**config.mk**
```make
export PLATFORM = sky130hd
export DESIGN_NAME = rfid_reader_frame_parser
export DESIGN_NICKNAME = d
export VERILOG_FILES = /design/src/rtl/rfp_pkg.sv /design/src/rtl/rfp_ram.sv /design/src/rtl/rfid_reader_frame_parser.sv
export SDC_FILE = /design/constraint.sdc
export NUM_CORES = 1
export LEC_CHECK = 0
export ABC_AREA = 1
export BUFFER_PORTS_ARGS = -buffer_cell sky130_fd_sc_hd__buf_2
export CAP_MARGIN = 5
export CORE_MARGIN = 5
export CORE_UTILIZATION = 35
export CTS_BUF_LIST = sky130_fd_sc_hd__clkbuf_16
export CTS_CLUSTER_SIZE = 40
export DETAILED_ROUTE_END_ITERATION = 7
export PLACE_DENSITY_LB_ADDON = 0.15
export SLEW_MARGIN = 30
export SYNTH_ARGS = -nofsm -noshare
export SYNTH_HDL_FRONTEND = slang
export SYNTH_HIERARCHICAL = 1
export SYNTH_SLANG_ARGS = --single-unit
```
**constraint.sdc**
```tcl
create_clock -name clk -period 3.2 [get_ports clk]
set_clock_uncertainty 0.15 [all_clocks]
set_input_delay 0.64 -clock clk [delete_from_list [all_inputs] [get_ports clk]]
set_output_delay 0.64 -clock clk [all_outputs]
set_load 0.02 [all_outputs]
```
**src/rtl/rfp_pkg.sv**
```systemverilog
// Shared constants for the reader frame parser: frame bytes, result codes
// and the default EPC store depth. No dependencies.
package rfp_pkg;

  localparam int DefMaxEpcBytes = 16;

  localparam logic [7:0] HdrByte     = 8'hBB;
  localparam logic [7:0] NoTagType   = 8'h01;
  localparam logic [7:0] NoTagCmd    = 8'hFF;
  localparam logic [7:0] EndByte     = 8'h7E;
  localparam logic [15:0] FixedLen   = 16'd5;
  localparam int NoTagTail           = 5;

  localparam logic KindStatus = 1'b0;
  localparam logic KindEpc    = 1'b1;

  localparam logic [1:0] StValid  = 2'd0;
  localparam logic [1:0] StNoTag  = 2'd1;
  localparam logic [1:0] StBadEnd = 2'd2;
  localparam logic [1:0] StLenErr = 2'd3;

endpackage

```
**src/rtl/rfp_ram.sv**
```systemverilog
// Generic single-write, single-read RAM with a registered read port.
// No dependencies.
module rfp_ram #(
  parameter int WIDTH = 8,
  parameter int DEPTH = 16,
  localparam int AW = (DEPTH > 1) ? $clog2(DEPTH) : 1
) (
  input  logic             clk,
  input  logic             we,
  input  logic [AW-1:0]    waddr,
  input  logic [WIDTH-1:0] wdata,
  input  logic [AW-1:0]    raddr,
  output logic [WIDTH-1:0] rdata
);

  logic [WIDTH-1:0] mem [DEPTH];

  always_ff @(posedge clk) begin
    if (we) begin
      mem[waddr] <= wdata;
    end
    rdata <= mem[raddr];
  end

endmodule

```
**src/rtl/rfid_reader_frame_parser.sv**
```systemverilog
// A status record is registered in the cycle after the byte that causes it;
// each EPC record waits for a registered read of the EPC store after the previous one.
// Throughput: one byte per cycle while parsing; input stalls on output stall and EPC readout.
// Reset (rst, synchronous): parser hunts for header, output empty, store contents stale.
// Uses rfp_pkg and rfp_ram.
module rfid_reader_frame_parser
  import rfp_pkg::*;
#(
  parameter int MAX_EPC_BYTES = DefMaxEpcBytes
) (
  input  logic        clk,
  input  logic        rst,
  input  logic        rx_valid,
  output logic        rx_stall,
  input  logic [7:0]  rx_byte,
  output logic        res_valid,
  input  logic        res_stall,
  output logic        kind,
  output logic [1:0]  status,
  output logic [7:0]  frame_type,
  output logic [7:0]  command,
  output logic [7:0]  rssi,
  output logic [15:0] protocol_control,
  output logic [15:0] tag_check,
  output logic [4:0]  epc_length,
  output logic        checksum_ok,
  output logic [7:0]  epc_byte,
  output logic        last
);

  localparam int CW0 = $clog2(MAX_EPC_BYTES + 1);
  localparam int CW  = (CW0 < 3) ? 3 : CW0;
  localparam int AW  = (MAX_EPC_BYTES > 1) ? $clog2(MAX_EPC_BYTES) : 1;
  localparam logic [15:0] MaxElen = 16'(MAX_EPC_BYTES);

  localparam logic [3:0] PH_HUNT   = 4'd0;
  localparam logic [3:0] PH_TYPE   = 4'd1;
  localparam logic [3:0] PH_CMD    = 4'd2;
  localparam logic [3:0] PH_EMPTY  = 4'd3;
  localparam logic [3:0] PH_LEN_HI = 4'd4;
  localparam logic [3:0] PH_LEN_LO = 4'd5;
  localparam logic [3:0] PH_RSSI   = 4'd6;
  localparam logic [3:0] PH_PC_HI  = 4'd7;
  localparam logic [3:0] PH_PC_LO  = 4'd8;
  localparam logic [3:0] PH_EPC    = 4'd9;
  localparam logic [3:0] PH_TC_HI  = 4'd10;
  localparam logic [3:0] PH_TC_LO  = 4'd11;
  localparam logic [3:0] PH_SUM    = 4'd12;
  localparam logic [3:0] PH_END    = 4'd13;

  logic [3:0]    phase;
  logic [CW-1:0] cnt;
  logic [7:0]    sum_acc;
  logic [15:0]   length_word;
  logic [CW-1:0] elen;
  logic [7:0]    type_byte;
  logic [7:0]    cmd_byte;
  logic [7:0]    rssi_byte;
  logic [15:0]   pc_word;
  logic [15:0]   tc_word;
  logic [7:0]    sum_rx;

  logic          emitting;
  logic          data_ready;
  logic [CW-1:0] rd_idx;
  logic [7:0]    rd_data;

  logic          acc;
  logic          rec_load;
  logic [1:0]    rec_status;
  logic          rec_full;
  logic          rec_last;
  logic          epc_load;
  logic          ram_we;
  logic [15:0]   len_full;
  logic [CW-1:0] cnt_inc;
  logic          sum_match;

  assign rx_stall  = emitting || (res_valid && res_stall);
  assign acc       = rx_valid && !rx_stall;
  assign len_full  = {length_word[15:8], rx_byte};
  assign cnt_inc   = cnt + CW'(1);
  assign sum_match = (sum_acc == sum_rx);
  assign ram_we    = acc && (phase == PH_EPC);
  assign epc_load  = emitting && data_ready && (!res_valid || !res_stall);

  always_comb begin
    rec_load   = 1'b0;
    rec_status = StValid;
    rec_full   = 1'b0;
    rec_last   = 1'b1;
    if (acc) begin
      case (phase)
        PH_EMPTY: begin
          if (cnt_inc >= CW'(NoTagTail)) begin
            rec_load   = 1'b1;
            rec_status = StNoTag;
          end
        end
        PH_LEN_LO: begin
          if (len_full < FixedLen || (len_full - FixedLen) > MaxElen) begin
            rec_load   = 1'b1;
            rec_status = StLenErr;
          end
        end
        PH_END: begin
          rec_load = 1'b1;
          rec_full = 1'b1;
          if (rx_byte != EndByte) begin
            rec_status = StBadEnd;
          end else begin
            rec_last = (elen == '0);
          end
        end
        default: begin
          rec_load = 1'b0;
        end
      endcase
    end
  end

  // parser state
  always_ff @(posedge clk) begin
    if (rst) begin
      phase       <= PH_HUNT;
      cnt         <= '0;
      sum_acc     <= '0;
      length_word <= '0;
      elen        <= '0;
      type_byte   <= '0;
      cmd_byte    <= '0;
      rssi_byte   <= '0;
      pc_word     <= '0;
      tc_word     <= '0;
      sum_rx      <= '0;
    end else if (acc) begin
      case (phase)
        PH_HUNT: begin
          if (rx_byte == HdrByte) begin
            phase <= PH_TYPE;
          end
        end
        PH_TYPE: begin
          type_byte <= rx_byte;
          sum_acc   <= rx_byte;
          phase     <= PH_CMD;
        end
        PH_CMD: begin
          cmd_byte <= rx_byte;
          sum_acc  <= sum_acc + rx_byte;
          if (type_byte == NoTagType && rx_byte == NoTagCmd) begin
            cnt   <= '0;
            phase <= PH_EMPTY;
          end else begin
            phase <= PH_LEN_HI;
          end
        end
        PH_EMPTY: begin
          if (cnt_inc >= CW'(NoTagTail)) begin
            cnt   <= '0;
            phase <= PH_HUNT;
          end else begin
            cnt <= cnt_inc;
          end
        end
        PH_LEN_HI: begin
          length_word <= {rx_byte, 8'h00};
          sum_acc     <= sum_acc + rx_byte;
          phase       <= PH_LEN_LO;
        end
        PH_LEN_LO: begin
          length_word <= len_full;
          elen        <= CW'(len_full - FixedLen);
          sum_acc     <= sum_acc + rx_byte;
          if (len_full < FixedLen || (len_full - FixedLen) > MaxElen) begin
            phase <= PH_HUNT;
          end else begin
            phase <= PH_RSSI;
          end
        end
        PH_RSSI: begin
          rssi_byte <= rx_byte;
          sum_acc   <= sum_acc + rx_byte;
          phase     <= PH_PC_HI;
        end
        PH_PC_HI: begin
          pc_word <= {rx_byte, 8'h00};
          sum_acc <= sum_acc + rx_byte;
          phase   <= PH_PC_LO;
        end
        PH_PC_LO: begin
          pc_word <= {pc_word[15:8], rx_byte};
          sum_acc <= sum_acc + rx_byte;
          cnt     <= '0;
          phase   <= (elen == '0) ? PH_TC_HI : PH_EPC;
        end
        PH_EPC: begin
          sum_acc <= sum_acc + rx_byte;
          cnt     <= cnt_inc;
          if (cnt_inc >= elen) begin
            phase <= PH_TC_HI;
          end
        end
        PH_TC_HI: begin
          tc_word <= {rx_byte, 8'h00};
          sum_acc <= sum_acc + rx_byte;
          phase   <= PH_TC_LO;
        end
        PH_TC_LO: begin
          tc_word <= {tc_word[15:8], rx_byte};
          sum_acc <= sum_acc + rx_byte;
          phase   <= PH_SUM;
        end
        PH_SUM: begin
          sum_rx <= rx_byte;
          phase  <= PH_END;
        end
        PH_END: begin
          phase <= PH_HUNT;
        end
        default: begin
          phase <= PH_HUNT;
        end
      endcase
    end
  end

  rfp_ram #(
    .WIDTH(8),
    .DEPTH(MAX_EPC_BYTES)
  ) u_epc_ram (
    .clk  (clk),
    .we   (ram_we),
    .waddr(cnt[AW-1:0]),
    .wdata(rx_byte),
    .raddr(rd_idx[AW-1:0]),
    .rdata(rd_data)
  );

  // EPC readout sequencer
  always_ff @(posedge clk) begin
    if (rst) begin
      emitting   <= 1'b0;
      data_ready <= 1'b0;
      rd_idx     <= '0;
    end else if (rec_load && !rec_last) begin
      emitting   <= 1'b1;
      data_ready <= 1'b0;
      rd_idx     <= '0;
    end else if (epc_load) begin
      data_ready <= 1'b0;
      rd_idx     <= rd_idx + CW'(1);
      if (rd_idx == elen - CW'(1)) begin
        emitting <= 1'b0;
      end
    end else begin
      data_ready <= emitting;
    end
  end

  // output register
  always_ff @(posedge clk) begin
    if (rst) begin
      res_valid <= 1'b0;
    end else if (rec_load || epc_load) begin
      res_valid <= 1'b1;
    end else if (!res_stall) begin
      res_valid <= 1'b0;
    end
  end

  always_ff @(posedge clk) begin
    if (rec_load) begin
      kind             <= KindStatus;
      status           <= rec_status;
      frame_type       <= type_byte;
      command          <= (phase == PH_CMD) ? rx_byte : cmd_byte;
      rssi             <= rec_full ? rssi_byte : 8'h00;
      protocol_control <= rec_full ? pc_word : 16'h0000;
      tag_check        <= rec_full ? tc_word : 16'h0000;
      epc_length       <= rec_full ? 5'(elen) : 5'd0;
      checksum_ok      <= rec_full ? sum_match : 1'b0;
      epc_byte         <= 8'h00;
      last             <= rec_last;
    end else if (epc_load) begin
      kind     <= KindEpc;
      status   <= StValid;
      epc_byte <= rd_data;
      last     <= (rd_idx == elen - CW'(1));
    end
  end

`ifndef SYNTHESIS
  a_epc_status: assert property (@(posedge clk) disable iff (rst)
    (res_valid && kind == KindEpc) |-> (status == StValid))
    else $error("EPC record without valid status");

  a_more_follow: assert property (@(posedge clk) disable iff (rst)
    (res_valid && !last) |-> emitting)
    else $error("non-final record with no readout pending");

  a_rd_range: assert property (@(posedge clk) disable iff (rst)
    emitting |-> (rd_idx < elen))
    else $error("EPC readout index beyond frame length");

  a_wr_range: assert property (@(posedge clk) disable iff (rst)
    ram_we |-> (cnt < elen && {{(16-CW){1'b0}}, cnt} < MaxElen))
    else $error("EPC store write beyond frame length");

  a_no_write_in_readout: assert property (@(posedge clk) disable iff (rst)
    emitting |-> !ram_we)
    else $error("EPC store written during readout");
`endif

endmodule

```
==> results of run 1 <==
final cells by class:
type | count | area, um^2 | area share, %
Sequential cell | 312 | 8180 | 52.2
Multi-Input combinational cell | 836 | 4140 | 26.4
Inverter | 224 | 841 | 5.36
Tap cell | 511 | 639 | 4.08
Clock inverter | 24 | 119 | 0.758
Timing Repair Buffer | 137 | 861 | 5.49
Clock buffer | 36 | 901 | 5.75
path summary, 6_finish.rpt:
check	slack [ns]	to	startpoint
min reg2reg	0.30	epc_byte[2]$_SDFFE_PP0P_	u_epc_ram/rdata[2]$_DFF_P_
max reg2reg	0.56	phase[1]$_SDFFE_PP0P_	cnt[0]$_SDFFE_PP0P_
max	0.56	phase[1]$_SDFFE_PP0P_	cnt[0]$_SDFFE_PP0P_
min	0.30	epc_byte[2]$_SDFFE_PP0P_	u_epc_ram/rdata[2]$_DFF_P_
Yosys cell counts (2+ instances only):
cell type / instances / share of area, %
inv_1: 208 / 5.8
nand4_1: 13 / 0.60
edfxtp_1: 193 / 43
or2_2: 2 / 0.093
nand3b_1: 3 / 0.17
nand2_1: 279 / 7.8
nor3_1: 6 / 0.22
buf_6: 8 / 0.67
o22ai_1: 8 / 0.37
a21oi_2: 9 / 0.59
xor2_1: 7 / 0.46
clkbuf_1: 16 / 0.45
o21a_1: 10 / 0.56
o21ai_0: 72 / 2.7
nor2_1: 126 / 3.5
buf_1: 4 / 0.11
xnor2_1: 16 / 1.0
o211ai_1: 3 / 0.17
buf_4: 7 / 0.39
inv_2: 15 / 0.42
nand2_2: 5 / 0.23
nand3_2: 2 / 0.15
nand3_1: 136 / 5.1
ha_1: 20 / 1.9
a211oi_1: 7 / 0.39
a31oi_1: 5 / 0.23
o21ai_1: 6 / 0.22
dfxtp_1: 119 / 18
o2111ai_1: 2 / 0.13
buf_2: 18 / 0.67
a21oi_1: 81 / 3.0
nor2_2: 8 / 0.37
critical path, delay by kind of cell, from the launching register on:
| kind | cells | cell delay, ns |
|---|---|---|
| buffers and inverters | 3 | 0.29 |
| AO/OA/AOI/OAI | 3 | 0.41 |
| adder cells (fa/ha/maj) | 2 | 0.55 |
| AND/OR/NAND/NOR | 4 | 0.48 |
| XOR/XNOR | 1 | 0.20 |
| flip-flops | 1 | 0.48 |
layer usage:
metal,routed length [um],vias to the layer above
met4,615,2
met3,1620,40
met1,15900,4667
met5,13,-
met2,17300,200
li1,-,4930
power groups by stage:
stage          combinational [uW]  clock, uW  sequential (uW)
2_1_floorplan                 338          0             4420
3_3_place_gp                  509          0             4430
3_5_place_dp                  509          0             4430
4_1_cts                       512       3720             4340
5_1_grt                       571       3900             4340
6_report                      509       3610             4340
registers in the layout, indices dropped and copies added, names as in the netlist, 8 cells and up:
signal            count
u_epc_ram/rdata       8
tag_check            16
sum_rx                8
rssi                  8
cmd_byte              8
tc_word              16
command               8
epc_byte              8
u_epc_ram/mem       128
sum_acc               8
pc_word              16
frame_type            8
length_word           8
rssi_byte             8
protocol_control     16
type_byte             8
cell families after synthesis:
| group | count (synthesis) |
|---|---|
| buffers and inverters | 277 |
| and+or+nand+nor | 583 |
| xor gates and xnor gates | 23 |
| AOI/OAI and AO/OA | 209 |
| DFF | 312 |
| adders and majority gates | 21 |
per-stage QoR:
stage	util (%)	cells	hold WS (ns)	power, uW	setup slack [ns]
after global routing	41.4	2080	0.323	8810	0.312
after global placement	38.7	2020	0.289	4940	0.267
after detailed placement	38.7	2020	0.292	4940	0.219
final	41.4	2080	0.305	8460	0.556
after CTS	41.4	2080	0.302	8580	0.555
after floorplan	-	1425	0.275	4750	0.436
==> results.yml, run 1 <==
route:
  drc: 0
  routedWlPerCell_um: 17.0
  vias: 9839
  drtIter0Drc: 496
  wirelength_um: 35500
  via_per_inst: 4.73
  antenna_left: 0
  drt_first_pass_iters: 5
finish:
  layout-drive-gt1-share_pct: 14.4
  finalInstanceArea_um2: 15700
  final_common_cell: "nand2_1"
  num-fill-cells: 3809
  area_growth_pct: 16.4
  diodes: 0
  final_cell_mix: "279 x nand2_1, 218 x inv_1, 193 x edfxtp_1, 136 x nand3_1, 126 x nor2_1"
  nets: 1579
setup_path:
  cp_max_fo: 8
  crit_path_cell_trace: "ha_1, nand3_1, xor2_1, inv_1, ha_1, nand2_1, inv_1, nand3_1, o2111ai_1, nand3_1, inv_1, o21ai_0, a21oi_1"
  r2r_cells: 13
  critical_path_class: "reg2reg"
  cp.arrival_ns: 2.95
  cp_slowest_stage_delay_ns: 0.48
  critPathSlowestCell: "dfxtp_1"
  critPathLaunchType: "flip-flop"
  required_ns: 3.50
  cp-end-kind: "flip-flop"
clock_network:
  post_cts_resized: 0
  cts_hold_repair.buffers: 0
  postCtsSetupBuffers: 0
  clockRootBuffer: "clkbuf_16"
  cts.sinks: 312
  cts_buffer_depth: 3
  cts-buffers-inserted: 35
  htreeDepth: 2
  clock_latency_ns: 0.52
  cts_tree: "built"
  clkTransAtPathRegs_ns: 0.06
sta:
  slew-limit-headroom_pct: 46.8
  fin_setup_tns_ns: 0
  final.min_clock_period_ns: 2.64
  fmax_mhz: 378
  tightestPinTransition_ns: 0.798
  maxSlewViolCount: 0
  rsz0062_at_grt: "no"
  hold_viol_final: 0
  setup_viol: 0
  finalCritPeriodShare_pct: 82.6
global_route:
  grt_pass1_wl_um: 55100
  met3_usage_pct: 2.84
  grt_util_met1_pct: 21.8
  busiest_layer: "met2"
  grtUsageMet2_pct: 28.7
  overflow: 0
  grt_pass1_vias: 9656
  track_usage_pct: 16.7
  antenna_found_initial: 1
  grt_max_degree: 69
pwr:
  ir_drop_mv: 0.325
  p_clk_share_pct: 42.7
  combPwrFrac_pct: 6.0
  p_leak_uw: 0.00619
  switchingPower_uw: 1960
  seqPwrFrac_pct: 51.3
  p_sw_share_pct: 23.2
  power.internal_uw: 6500
  power-per-cell-area_nw_per_um2: 540
status:
  status: "finished, final reports clean"
logic_synthesis:
  yosys-mux-area-fraction_pct: 0
  synth-main-ff-cell: "edfxtp_1"
  synth_xor_area_share_pct: 1.50
  seq_area_frac_synth_pct: 60.7
  synth_cell_type_count: 43
  ys_seq_elements: 312
  synthAdderAreaFrac_pct: 2.01
  yosysWarnings: 6
  synth-edff-count: 193
  synth.avg_cell_area_um2: 9.45
  synth_top_family_by_area: "simple AND/OR/NAND/NOR gates"
  synth_compound_area_share_pct: 8.81
  synth_simple_gate_area_share_pct: 18.4
  syn_inst: 1425
  syn_area_um2: 13500
  async_reset_ff_share_pct: 0
  synth_nets: 1458
hold_path:
  hp-class: "reg2reg"
  worstHoldPathCells: 2
floorplanning:
  dieArea_um2: 42500
  die_h_um: 206
  ios: 88
  die_x_um: 206
  start_util_pct: 35.6
  core-area_um2: 37800
  num_rows: 71
placed_design:
  dp_hpwl_um: 23100
  post_dp_cell_area_um2: 14700
  port_buffers: 87
  routabilityCongestion: 0.871
job:
  cap_violations: 0
Note: power is estimated with default switching activity, not from simulation.
==> inputs of run 2 (changes only) <==
- clock period: 3.2 -> 2.4 ns (I/O delays scaled with it)
==> run 2 against run 1 <==
Against the previous run: total power rose by 39%; fmax rose by 15%; via count rose by 2.0%; cell count rose by 2.4%; routed wire length rose by 2.0%; largest power group unchanged; register-to-register slack got worse by 0.45 ns; non-clock buffer count rose by 44; sequential cell count did not move; critical path depth did not move; die area did not move.
==> results.yml, run 2 (synthesis results as in run 1) <==
route:
  antenna_left: 0
  routedWlPerCell_um: 17.0
  drc: 0
  drt_first_pass_iters: 7
  wirelength_um: 36200
  via_per_inst: 4.71
  drtIter0Drc: 590
  vias: 10032
setup_path:
  critPathTopFamily: "simple AND/OR/NAND/NOR gates"
  cp_max_fo: 5
  required_ns: 2.63
  r2r_cells: 13
  cp.arrival_ns: 2.52
  cp_slowest_stage_delay_ns: 0.35
  critPathSlowestCell: "dfxtp_2"
  regToRegEndpoint: "phase[0]$_SDFFE_PP0P_"
  worst-path-buf-inv: 3
  critPathLaunchType: "flip-flop"
  rr_startpoint: "cnt[0]$_SDFFE_PP0P_"
  critical_path_class: "reg2reg"
  r2r_setup_slack_ns: 0.10
  cp-end-kind: "flip-flop"
  crit_path_cell_trace: "ha_4, nand3_2, xor2_2, inv_2, ha_4, nand2_1, inv_1, nand3_2, o2111ai_4, nand3_4, buf_6, nand2_1, a21oi_1"
placed_design:
  post-place-ws_ns: -0.167
  post_dp_cell_area_um2: 15000
  routabilityCongestion: 0.844
  port_buffers: 87
  dp_hpwl_um: 24200
clock_network:
  clockRootBuffer: "clkbuf_16"
  cts-buffers-inserted: 36
  clock_latency_ns: 0.53
  htreeDepth: 2
  clkTransAtPathRegs_ns: 0.06
  postCtsSetupBuffers: 0
  cts_tree: "built"
  cts_buffer_depth: 3
  cts.sinks: 312
global_route:
  grt_pass1_wl_um: 56300
  grt_max_degree: 50
  antenna_found_initial: 0
  grt_pass1_vias: 9841
  overflow: 0
  track_usage_pct: 17.1
finish:
  nets: 1624
  finalInstanceArea_um2: 16200
  diodes: 0
  area_growth_pct: 20.6
  num-fill-cells: 3734
  layout-drive-gt1-share_pct: 18.0
  top_register: "u_epc_ram/mem"
  final_common_cell: "nand2_1"
  final_cell_mix: "279 x nand2_1, 215 x inv_1, 193 x edfxtp_1, 133 x nand3_1, 126 x nor2_1"
  largest_register_ffs: 128
  finalCoreUtilization_pct: 42.9
pwr:
  power.internal_uw: 9030
  p_clk_share_pct: 44.3
  ir_drop_mv: 0.426
  p_sw_share_pct: 23.0
  switchingPower_uw: 2700
  finalPower_uw: 11700
  seqPwrFrac_pct: 49.4
  combPwrFrac_pct: 6.3
  power-per-cell-area_nw_per_um2: 722
  p_leak_uw: 0.00648
sta:
  setup_ws_ns: 0.105
  setup_viol: 0
  maxSlewViolCount: 0
  hold_slack_ns: 0.236
  final.min_clock_period_ns: 2.30
  hold_viol_final: 0
  fmax_mhz: 436
  tightestPinTransition_ns: 0.718
  finalCritPeriodShare_pct: 95.6
  slew-limit-headroom_pct: 52.0
floorplanning:
  num_rows: 71
  start_util_pct: 35.6
  dieArea_um2: 42500
  core-area_um2: 37800
  ios: 88
  die_h_um: 206
  die_x_um: 206
hold_path:
  holdPathEnd: "elen[1]$_SDFFE_PP0P_"
  worstHoldPathCells: 4
  hold_path.startpoint: "rx_byte[0]"
  hp-class: "in2reg"
job:
  cap_violations: 0
status:
  status: "finished, final reports clean"
[run 2: cell count changes in the layout (fill, tap and decap cells not counted), sizes merged]
| cell | previous run | this run |
|---|---|---|
| buf | 137 | 181 |
| clkinvlp | 2 | 3 |
| clkinv | 12 | 10 |
| inv | 234 | 238 |
| bufinv | 0 | 2 |
| clkbuf | 36 | 37 |
[run 2: tightest hold or removal path: cells and delay by family]
| kind | cells | cell delay [ns] |
|---|---|---|
| compound gates | 1 | 0.05 |
| fa+ha+maj | 1 | 0.16 |
| buf+inv | 2 | 0.17 |
[run 2: final cells by class]
| type | count | area (um^2) | share of cell area [%] |
|---|---|---|---|
| flip-flops and latches | 312 | 8180 | 50.4 |
| multi-input cells | 836 | 4210 | 25.9 |
| repair buffers | 181 | 1240 | 7.61 |
| clock buffers | 37 | 926 | 5.70 |
| inverters | 224 | 846 | 5.21 |
| well taps | 511 | 639 | 3.94 |
| clock inverters | 29 | 195 | 1.20 |
[run 2: power by group through the flow]
stage / clock [uW] / sequential [uW] / combinational (uW)
after CTS: 5330 / 5790 / 732
after detailed placement: 0 / 5900 / 724
after floorplan: 0 / 5890 / 451
after global placement: 0 / 5900 / 722
final: 5200 / 5790 / 736
after global routing: 5580 / 5800 / 827
[run 2: worst max path at each step]
stage / from / end / cells past startpoint
final: cnt[0]$_SDFFE_PP0P_ / phase[0]$_SDFFE_PP0P_ / 13
after global routing: cnt[0]$_SDFFE_PP0P_ / phase[1]$_SDFFE_PP0P_ / 13
after CTS: cnt[0]$_SDFFE_PP0P_ / phase[0]$_SDFFE_PP0P_ / 13
after detailed placement: rx_byte[1] / command[5]$_DFFE_PP_ / 14
after global placement: rx_byte[1] / checksum_ok$_SDFFCE_PN0P_ / 14
after floorplan: rx_byte[1] / checksum_ok$_SDFFCE_PN0P_ / 13
[run 2: metrics by stage]
| step | setup TNS, ns | instances |
|---|---|---|
| 2_1_floorplan | 0 | 1425 |
| 3_3_place_gp | -9.35 | 2064 |
| 3_5_place_dp | -10.01 | 2064 |
| 4_1_cts | 0 | 2130 |
| 5_1_grt | -0.0726 | 2130 |
| 6_report | 0 | 2130 |
[run 2: metal layers]
metal	vias up	wire (um)	share of wire (%)	GRT usage [%]
met3	52	1230	3.4	2.49
met5	-	0	0	0
met1	4763	16600	46	23.0
met2	195	17700	49	29.2
met4	0	621	1.7	4.13
li1	5022	-	-	-
[run 2: what timing repair did]
item / 4_1_cts / 5_1_grt
setup endpoints to repair: 4 / 66
hold buffers: 0 / 0
resized for setup: 2 / 17
pin swaps: 1 / 5
==> inputs of run 3 (changes only) <==
--- a/config.mk
+++ b/config.mk
@@ -15,3 +15,3 @@
 export DETAILED_ROUTE_END_ITERATION = 7
-export PLACE_DENSITY_LB_ADDON = 0.15
+export PLACE_DENSITY_LB_ADDON = 0.05
 export SLEW_MARGIN = 30
==> constraint.sdc (replaced) <==
create_clock -name clk -period 2.4 [get_ports clk]
set_clock_uncertainty 0.15 [all_clocks]
set_input_delay 0.12 -clock clk [delete_from_list [all_inputs] [get_ports clk]]
set_output_delay 0.12 -clock clk [all_outputs]
set_load 0.02 [all_outputs]
==> run 3 against run 2 <==
Against the previous run: sequential share of layout area decreased by 0.21 points; sequential power about the same; register-to-register slack is essentially flat; total power up 1.0%; routed wire length up 4.1%; hold slack got worse by 0.088 ns; die area unchanged; setup slack gained 0.0042 ns; first-iteration DRC count shrank 12%; cell count is 0.19% lower; fmax increased by 0.18%.
==> results.yml, run 3 (synthesis results as in run 1) <==
status:
  status: "finished, final reports clean"
clock_network:
  cts-buffers-inserted: 37
  clockRootBuffer: "clkbuf_16"
  htreeDepth: 2
  cts.sinks: 312
  cts_buffer_depth: 3
  clkTransAtPathRegs_ns: 0.06
  cts_tree: "built"
  clock_latency_ns: 0.53
setup_path:
  cp.arrival_ns: 2.42
  cp_common_cell: "nand2_1"
  critPathTopFamily: "compound AO/OA/AOI/OAI gates"
  cp_max_fo: 10
  critPathLaunchType: "flip-flop"
  r2r_setup_slack_ns: 0.11
  worst-path-buf-inv: 4
  required_ns: 2.53
  critPathSlowestCell: "dfxtp_2"
  cp-end-kind: "flip-flop"
  critical_path_class: "reg2reg"
  cp_slowest_stage_delay_ns: 0.36
  crit_path_cell_trace: "buf_4, inv_1, ha_1, o31a_1, o21ai_1, nand3_2, nand2_4, clkinv_8, buf_6, nand2_1, nand2_1"
sta:
  maxSlewViolCount: 0
  finalCritPeriodShare_pct: 95.5
  fmax_mhz: 436
  setup_ws_ns: 0.109
  hold_viol_final: 0
  slew-limit-headroom_pct: 51.0
  fin_setup_tns_ns: 0
  tightestPinTransition_ns: 0.733
  rsz0062_at_grt: "yes"
  setup_viol: 0
  final.min_clock_period_ns: 2.29
floorplanning:
  core-area_um2: 37800
  die_h_um: 206
  start_util_pct: 35.6
  ios: 88
  num_rows: 71
  die_x_um: 206
  dieArea_um2: 42500
global_route:
  track_usage_pct: 17.6
  overflow: 0
  grt_pass1_wl_um: 57600
  antenna_found_initial: 0
  grt_pass1_vias: 9953
  grt_max_degree: 53
finish:
  regArea_um2: 8180
  layout-drive-gt1-share_pct: 16.8
  top_register: "u_epc_ram/mem"
  num-fill-cells: 3784
  finalCoreUtilization_pct: 43.1
  multiInputGateArea_um2: 4200
  largest_register_ffs: 128
  final_cell_mix: "278 x nand2_1, 218 x inv_1, 193 x edfxtp_1, 133 x nand3_1, 125 x nor2_1"
  nets: 1619
  final_cells: 2126
  diodes: 0
  area_growth_pct: 21.1
  final_common_cell: "nand2_1"
placed_design:
  dp.cells: 2041
  post-place-ws_ns: -0.0156
  port_buffers: 87
  dp_hpwl_um: 24500
  routabilityCongestion: 0.838
route:
  drc: 0
  vias: 9943
  drt_first_pass_iters: 4
  routedWlPerCell_um: 17.7
  wirelength_um: 37600
  drtIter0Drc: 520
  via_per_inst: 4.68
  antenna_left: 0
hold_path:
  hp-class: "in2reg"
pwr:
  power-per-cell-area_nw_per_um2: 726
  ir_drop_mv: 0.486
  p_leak_uw: 0.00649
job:
  cap_violations: 0
run 3: worst min-delay path, stage by stage:
cell	delay, ns
buf_2	0.11
nand3_2	0.12
buf_4	0.26
o21ai_0	0.12
inv_1	0.05
run 3: power by group:
part           total (uW)  switching, uW  internal [uW]  leakage, uW
Clock                5330           2190           3150     0.000611
Sequential           5800           60.1           5730      0.00262
Combinational         715            463            252      0.00326
Total               11800           2710           9140      0.00649
run 3: repair_timing:
action,in CTS,in global routing
resized for setup,1,31
endpoints found under the setup margin,2,85
endpoints found under the hold margin,30,0
hold buffers,12,0
pin swaps,0,5
setup buffers,0,2
gates cloned,0,3
run 3: area by class of cell:
class                      instances  area share [%]
tap                              511            3.92
multi-input combinational        836            25.8
sequential                       312            50.2
inverter                         224            5.23
clock buffer                      39            5.99
clock inverter                    29            1.12
timing repair buffer             175            7.78
run 3: per-stage QoR:
stage	hold WS, ns	instance area, um^2	power, uW
after floorplan	0.0689	13500	6340
after global placement	0.295	14800	6600
after detailed placement	0.295	14800	6600
after CTS	0.146	16100	12000
after global routing	0.174	16300	12300
final	0.147	16300	11800
run 3: worst paths after layout:
| check | startpoint | cells after the start | end |
|---|---|---|---|
| worst max register to register | cnt[1]$_SDFFE_PP0P_ | 11 | last$_DFFE_PP_ |
| worst max-delay path | cnt[1]$_SDFFE_PP0P_ | 11 | last$_DFFE_PP_ |
| worst min register to register | u_epc_ram/rdata[1]$_DFF_P_ | 2 | epc_byte[1]$_SDFFE_PP0P_ |
| worst min-delay path | rx_valid | 5 | cmd_byte[4]$_SDFFE_PP0P_ |
run 3: metal layers:
| layer | vias up | global-route usage, % | wire length (um) | part of all wire, % |
|---|---|---|---|---|
| li1 | 5021 | - | - | - |
| met1 | 4701 | 22.9 | 16800 | 45 |
| met2 | 160 | 30.5 | 18700 | 50 |
| met3 | 61 | 2.73 | 1360 | 3.6 |
| met4 | 0 | 4.80 | 792 | 2.1 |
| met5 | - | 0 | 0 | 0 |
